### config.mk
export PLATFORM = sky130hd
export DESIGN_NAME = sdg_ctrl
export DESIGN_NICKNAME = d
export VERILOG_FILES = /design/src/sv/sdg_pkg.sv /design/src/sv/sdg_ctrl.sv
export SDC_FILE = /design/constraint.sdc
export NUM_CORES = 1
export LEC_CHECK = 0
export ABC_AREA = 1
export BUFFER_PORTS_ARGS = -buffer_cell sky130_fd_sc_hd__buf_2
export CAP_MARGIN = 20
export CORE_ASPECT_RATIO = 0.8
export CORE_MARGIN = 5
export CORE_UTILIZATION = 41
export DETAILED_ROUTE_END_ITERATION = 7
export PLACE_DENSITY = 0.81
export SLEW_MARGIN = 10
export SYNTH_ARGS = -nofsm -noshare
export SYNTH_HDL_FRONTEND = slang
export SYNTH_SLANG_ARGS = --single-unit
### constraint.sdc
create_clock -name clk -period 1.3 [get_ports clk]
set_input_delay 0.26 -clock clk [delete_from_list [all_inputs] [get_ports clk]]
set_output_delay 0.26 -clock clk [all_outputs]
set_load 0.01 [all_outputs]
### src/sv/sdg_pkg.sv
// Shared constants, types and helpers for the signed distance grid block.
package sdg_pkg;

  localparam int GRID_X_MAX = 64;
  localparam int GRID_Y_MAX = 64;
  localparam int GRID_Z_MAX = 64;
  localparam int OWNER_BITS = 24;

  localparam int CELLS  = GRID_X_MAX * GRID_Y_MAX * GRID_Z_MAX;
  localparam int ADDR_W = $clog2(CELLS);
  localparam int IDX_W  = 6;
  localparam int EXT_W  = 7;

  localparam int COORD_W = 24;
  localparam int RAD_W   = 12;
  localparam int SPC_W   = 12;
  localparam int CFG_W   = 3;
  localparam int DATA_W  = 24;
  localparam int DIST_W  = 16;
  localparam int OWN_W   = 25;
  localparam int ENTRY_W = DIST_W + OWN_W;

  localparam int D_W     = 27;  // offset from center along one axis
  localparam int REACH_W = 15;  // radius plus three spacings
  localparam int MAG_W   = 14;  // offset magnitude inside the box
  localparam int SQR_W   = 2 * MAG_W;
  localparam int SQ_W    = 30;
  localparam int ROOT_W  = SQ_W / 2;
  localparam int REM_W   = ROOT_W + 3;
  localparam int CNT_W   = 4;

  localparam logic [1:0] OP_CLEAR = 2'd0;
  localparam logic [1:0] OP_SPLAT = 2'd1;
  localparam logic [1:0] OP_READ  = 2'd2;
  localparam logic [1:0] OP_NOP   = 2'd3;

  localparam logic [CFG_W-1:0] CFG_ORIGIN_X = 3'd0;
  localparam logic [CFG_W-1:0] CFG_ORIGIN_Y = 3'd1;
  localparam logic [CFG_W-1:0] CFG_ORIGIN_Z = 3'd2;
  localparam logic [CFG_W-1:0] CFG_SPACING  = 3'd3;
  localparam logic [CFG_W-1:0] CFG_EXTENT_X = 3'd4;
  localparam logic [CFG_W-1:0] CFG_EXTENT_Y = 3'd5;
  localparam logic [CFG_W-1:0] CFG_EXTENT_Z = 3'd6;

  localparam logic [1:0] ADDR_BOX = 2'd0;
  localparam logic [1:0] ADDR_CLR = 2'd1;
  localparam logic [1:0] ADDR_RD  = 2'd2;

  localparam logic signed [DIST_W-1:0] EMPTY_DIST = 16'sh7FFF;
  localparam logic [OWN_W-1:0]         NO_OWNER   = {OWN_W{1'b1}};

  typedef struct packed {
    logic       clr_init;
    logic       clr_step;
    logic       load;
    logic [2:0] find_step;
    logic       lock;
    logic       square;
    logic       sum;
    logic       root_step;
    logic       write;
    logic       step_z;
    logic       step_y;
    logic       step_x;
    logic [1:0] addr_sel;
  } cmd_t;

  typedef struct packed {
    logic       clr_last;
    logic [2:0] in_box;
    logic [2:0] past;
    logic [2:0] last;
    logic [2:0] more;
  } status_t;

  function automatic logic [EXT_W-1:0] eff_extent(logic [EXT_W-1:0] e,
                                                  logic [EXT_W-1:0] m);
    logic [EXT_W-1:0] r;
    r = e;
    if (e == '0) r = EXT_W'(1);
    else if (e > m) r = m;
    return r;
  endfunction

  function automatic logic [ADDR_W-1:0] cell_addr(logic [IDX_W-1:0] x,
                                                  logic [IDX_W-1:0] y,
                                                  logic [IDX_W-1:0] z);
    return ADDR_W'((int'(x) * GRID_Y_MAX + int'(y)) * GRID_Z_MAX + int'(z));
  endfunction

endpackage

### src/sv/sdg_ctrl.sv
// Controller state machine for the signed distance grid block.
module sdg_ctrl (
  input  logic             clk,
  input  logic             rst,
  input  logic             start,
  input  logic [1:0]       op,
  input  sdg_pkg::status_t st,
  output sdg_pkg::cmd_t    cmd,
  output logic             busy,
  output logic             result_valid
);

  localparam logic [3:0] S_IDLE = 4'd0;
  localparam logic [3:0] S_CLR  = 4'd1;
  localparam logic [3:0] S_FIND = 4'd2;
  localparam logic [3:0] S_SQ   = 4'd3;
  localparam logic [3:0] S_SUM  = 4'd4;
  localparam logic [3:0] S_ROOT = 4'd5;
  localparam logic [3:0] S_CMP  = 4'd6;
  localparam logic [3:0] S_ADV  = 4'd7;
  localparam logic [3:0] S_RD   = 4'd8;
  localparam logic [3:0] S_OUT  = 4'd9;

  logic [3:0] state, state_next;
  logic [sdg_pkg::CNT_W-1:0] count, count_next;
  logic [2:0] below;

  assign below = ~st.in_box & ~st.past;

  always_comb begin
    state_next = state;
    count_next = count;
    cmd = '0;
    cmd.addr_sel = sdg_pkg::ADDR_BOX;
    unique case (state)
      S_IDLE: begin
        if (start) begin
          case (op)
            sdg_pkg::OP_CLEAR: begin
              cmd.clr_init = 1'b1;
              state_next = S_CLR;
            end
            sdg_pkg::OP_SPLAT: begin
              cmd.load = 1'b1;
              state_next = S_FIND;
            end
            sdg_pkg::OP_READ: begin
              cmd.load = 1'b1;
              state_next = S_RD;
            end
            default: state_next = S_IDLE;
          endcase
        end
      end
      S_CLR: begin
        cmd.addr_sel = sdg_pkg::ADDR_CLR;
        cmd.clr_step = 1'b1;
        if (st.clr_last) state_next = S_IDLE;
      end
      S_FIND: begin
        // An axis whose range misses the grid leaves nothing to visit.
        if ((|st.past) || (|(below & st.last))) begin
          state_next = S_IDLE;
        end else if (&st.in_box) begin
          cmd.lock = 1'b1;
          state_next = S_SQ;
        end else begin
          cmd.find_step = below;
        end
      end
      S_SQ: begin
        cmd.square = 1'b1;
        state_next = S_SUM;
      end
      S_SUM: begin
        cmd.sum = 1'b1;
        count_next = '0;
        state_next = S_ROOT;
      end
      S_ROOT: begin
        cmd.root_step = 1'b1;
        count_next = count + 1'b1;
        if (count == sdg_pkg::CNT_W'(sdg_pkg::ROOT_W - 1)) state_next = S_CMP;
      end
      S_CMP: begin
        cmd.write = 1'b1;
        state_next = S_ADV;
      end
      S_ADV: begin
        state_next = S_SQ;
        if (st.more[2]) cmd.step_z = 1'b1;
        else if (st.more[1]) cmd.step_y = 1'b1;
        else if (st.more[0]) cmd.step_x = 1'b1;
        else state_next = S_IDLE;
      end
      S_RD: begin
        cmd.addr_sel = sdg_pkg::ADDR_RD;
        state_next = S_OUT;
      end
      S_OUT: state_next = S_IDLE;
      default: state_next = S_IDLE;
    endcase
  end

  always_ff @(posedge clk) begin
    if (rst) begin
      state <= S_CLR;
      count <= '0;
    end else begin
      state <= state_next;
      count <= count_next;
    end
  end

  assign busy         = (state != S_IDLE);
  assign result_valid = (state == S_OUT);

endmodule

After elaboration in Yosys (flattened, before gate mapping)

Index checks and enable logic that the tools add are counted.

Bits in registers: 8
Input port bits: 18
Logic and storage cells: 66

$add $sub $neg: 1
Equality and inequality tests: 16
Muxes and demuxes: 33
Bitwise operators: 4
Reduce and logical (&&, ||, !) cells: 10

Operator list:

| kind                | number |
|---|---|
| $pmux 4 s9          | 1 |
| $mux 4              | 7 |
| $eq 4x3->1 const B  | 4 |
| $mux 1              | 16 |
| $eq 4x4->1 const B  | 3 |
| $pmux 4 s3          | 1 |
| $eq 4x2->1 const B  | 2 |
| $mux 2              | 4 |
| $pmux 4 s2          | 1 |
| $and 3x3->3         | 2 |
| $mux 3              | 2 |
| $ne 2x2->1 const B  | 3 |
| $not 3->3           | 2 |
| $reduce_or 3->1     | 2 |
| $add 4x1->4 const B | 1 |
| $eq 4x1->1 const B  | 1 |
| $logic_not 4->1     | 1 |
| $pmux 2 s2          | 1 |
| $reduce_and 4->1    | 1 |
| $reduce_bool 4->1   | 1 |
| $ne 3x3->1 const B  | 1 |
| $reduce_and 3->1    | 1 |
| $eq 2x1->1 const B  | 1 |
| $eq 2x2->1 const B  | 1 |
| 4 further kinds     | 4 |

Depth between registers and ports, before layout

Depth after elaboration: 7
Mapped depth: 9
Depth with buffers taken out: 9

Worst setup path after synthesis

No wires, ideal clock.

Path kind: register -> output
Start: register state[2]
End: output cmd[10] in the netlist's numbering
Arrival time: 1.149 ns
Slack: -0.109 ns
Stages on the path, launching flop included: 6
Buffers on the path: 0
Path through: dfxtp_1 nor2_2 nand4_2 nor2_4 inv_2 nor3_1

RTL lines:

| item                   | line            | text |
|---|---|---|
| start, declared        | sdg_ctrl.sv:24  | `logic [3:0] state, state_next;` |
| start signal, assigned | sdg_ctrl.sv:110 | `state <= state_next;` |
| end, declared          | sdg_ctrl.sv:8   | `output sdg_pkg::cmd_t cmd,` |

==> reports/results.txt <==
Ranking of synthesized cells by area = dfxtp_1 (21%), nor2_1 (9.3%), nand2_1 (8.3%)
DR WL/cell = 14.7 um
Die area = 0.00284 sq mm
GRT Residual Overflow = 0
Fraction of layout cells with a size suffix above 1 = 63.9%
DRC Markers = 0
Synth Register Bits = 8
Routability cong. = 0.914
NumNets Final = 208
Share of the synthesized area in the top cell type = 20.9%
Final setup vio count = 23
Max-Cap Viols = 0
Synth Warn # = 0
RSZ-0062 raised after global routing = yes
Number of buffers added on ports = 35
Critical Path RT = 1.04 ns
Netlist cell types = 28
Io pins = 36
Largest net degree at the start of global routing = 7
Lkg Pwr = 0.687 nW
Worst Max-Slew Pin Slew = 0.286 ns
Max frequency = 631 MHz
Cell area after synthesis = 766 sq um
Tmin final = 1.59 ns
Final cell count without fillers = 207
Antenna diodes = 0
PnR worst setup slack = -0.286 ns
Seq. cell area = 173 sq um
Max-slew headroom = 80.8%
Slew Limit Fails = 0
Cell taking the most area after synthesis = dfxtp_1
Die X = 58.3 um
First-pass DRT Iterations = 4
Area of the multi-input gates = 688 sq um
WS Path Type = flop to output port
Register area share after synthesis = 20.9%
Most used DFF post-synth = dfxtp_1
Final Power = 2.48 mW
Syn Inst Count = 116
Gr usage total = 20.1%
Core Util, Final = 79.9%
TritonCTS clock tree = yes
Global-route wire length before repair = 4.54 mm
Clk Latency, worst-skew pair = 0.26 ns
Initial Utilization = 42.0%
Pwr dens = 1700 mW/mm^2
Core Region = 0.00182 sq mm
H-tree depth = 1
Clock Path Buffers = 2
Critical Path Sink Type = output port
Placed cells = 188
CP startpoint = state[2]$_SDFFE_PP0P_
Via count = 1049
# clock sinks = 8
Status = finished, violations left
Root Driver = clkbuf_4
Post-DP HPWL = 1.85 mm
Number of synthesized flops with an enable pin = 0
CP max FO = 4
Post-synth ARST share = 0%
Min-delay worst type = input port to flop
Period utilisation layout = 122%
Routed Antenna Nets = 0
Critical path startpoint category = flop
Max rail drop VDD = 0.00124 V
CP arrival = 1.33 ns
CTS Hold Buffers Added = 0
Post-synth top cells = nor2_1 (19), nand2_1 (17), inv_1 (11), nand3_1 (9)
Synth-to-layout area growth = 90.0%
Site Rows = 14
Violated checks = setup timing
Final wirelength = 3.04 mm
Filler Cells Inserted = 127
Die H = 48.7 um
First DRT Iteration DRCs = 25
Num CTS Buffers = 3
Vias/cell = 5.07
Synth Net Count = 139
Syn_area_per_cell = 6.60 sq um
Critical R2R Launch = state[2]$_SDFFE_PP0P_
Count leader, synth = nor2_1
Setup Skew = 0.00783 ns
Hold Startpoint = rst
Final-report hold violation count = 0
Vias in the first global route = 1011
Clock transition at path regs = 0.06 ns
Antenna violations before repair = 0
==> layer usage <==
metal	GRT usage, %	vias up	part of all wire (%)
li1	-	512	-
met1	24.6	474	38
met2	34.0	54	52
met3	4.26	9	7.8
met4	7.34	0	2.4
met5	0	-	0
==> cell usage in the layout (no fill, tap or decap), types with 2 or more instances in the layout <==
cell	count
nor2_1	12
nand2_2	4
nand2_8	2
inv_1	10
inv_6	2
nand3_2	2
ha_1	5
nand3_1	8
dfxtp_1	4
buf_2	32
nor2_2	5
clkbuf_4	3
buf_4	22
buf_6	9
dfxtp_4	3
nor3_2	2
nand4_1	2
nor3_4	5
nor2_4	11
nand2_1	15
inv_2	4
inv_4	4
a21oi_1	3
==> registers in the layout, summed over array words and instances, names as in the netlist <==
name   flops
count      4
state      4
==> worst max-delay path, cell delays in order (launching register included) <==
cell	delay, ns
dfxtp_4	0.37
nor2_4	0.14
nand4_4	0.10
nor2_4	0.13
inv_4	0.07
nor3_4	0.11
buf_2	0.15
==> power by group <==
group | leakage (nW) | total [mW] | switching [mW] | internal (mW)
sequential | 0.0672 | 0.463 | 0.138 | 0.325
combinational | 0.606 | 1.82 | 1.01 | 0.812
clock | 0.0138 | 0.194 | 0.0883 | 0.106
total | 0.687 | 2.48 | 1.24 | 1.24
==> through the flow <==
step	hold WS (ns)	setup WS [ns]	TNS (ns)	instance area, sq um
2_1_floorplan	0.329	0.00239	0	808
3_3_place_gp	0.496	-0.0538	-0.176	1110
3_5_place_dp	0.514	-0.0784	-0.340	1110
4_1_cts	0.252	-0.269	-2.89	1330
5_1_grt	0.268	-0.349	-5.41	1460
6_report	0.267	-0.286	-4.12	1460
==> cell families (layout without fill, tap and decap cells) <==
group	after synthesis	count (layout)	synth area share [%]
buf+inv	20	87	10.1
fa+ha+maj	5	5	8.17
simple gates	74	74	53.9
compound gates	9	9	6.86
flops	8	8	20.9
==> path summary, 6_finish.rpt <==
| kind | end | slack, ns | depth (start not counted) |
|---|---|---|---|
| hold reg to reg | count[2]$_SDFFE_PP0P_ | 0.53 | 2 |
| hold / removal | state[2]$_SDFFE_PP0P_ | 0.27 | 2 |
| setup reg to reg | state[1]$_SDFFE_PP0P_ | -0.19 | 10 |
| setup / recovery | cmd[12] | -0.29 | 6 |
==> timing repair <==
item,CTS,global route
endpoints found under the setup margin,19,24
gates cloned,0,0
gates resized for setup,32,17
setup buffers,8,8
pin swaps,7,9
==> cell type report <==
cell class,count,area share (%)
clock buffer,3,1.55
timing repair buffer,64,30.7
tap,24,2.06
multi-input combinational,88,47.3
sequential,8,11.9
inverter,20,6.53
Power figures use the tool's default switching activity.
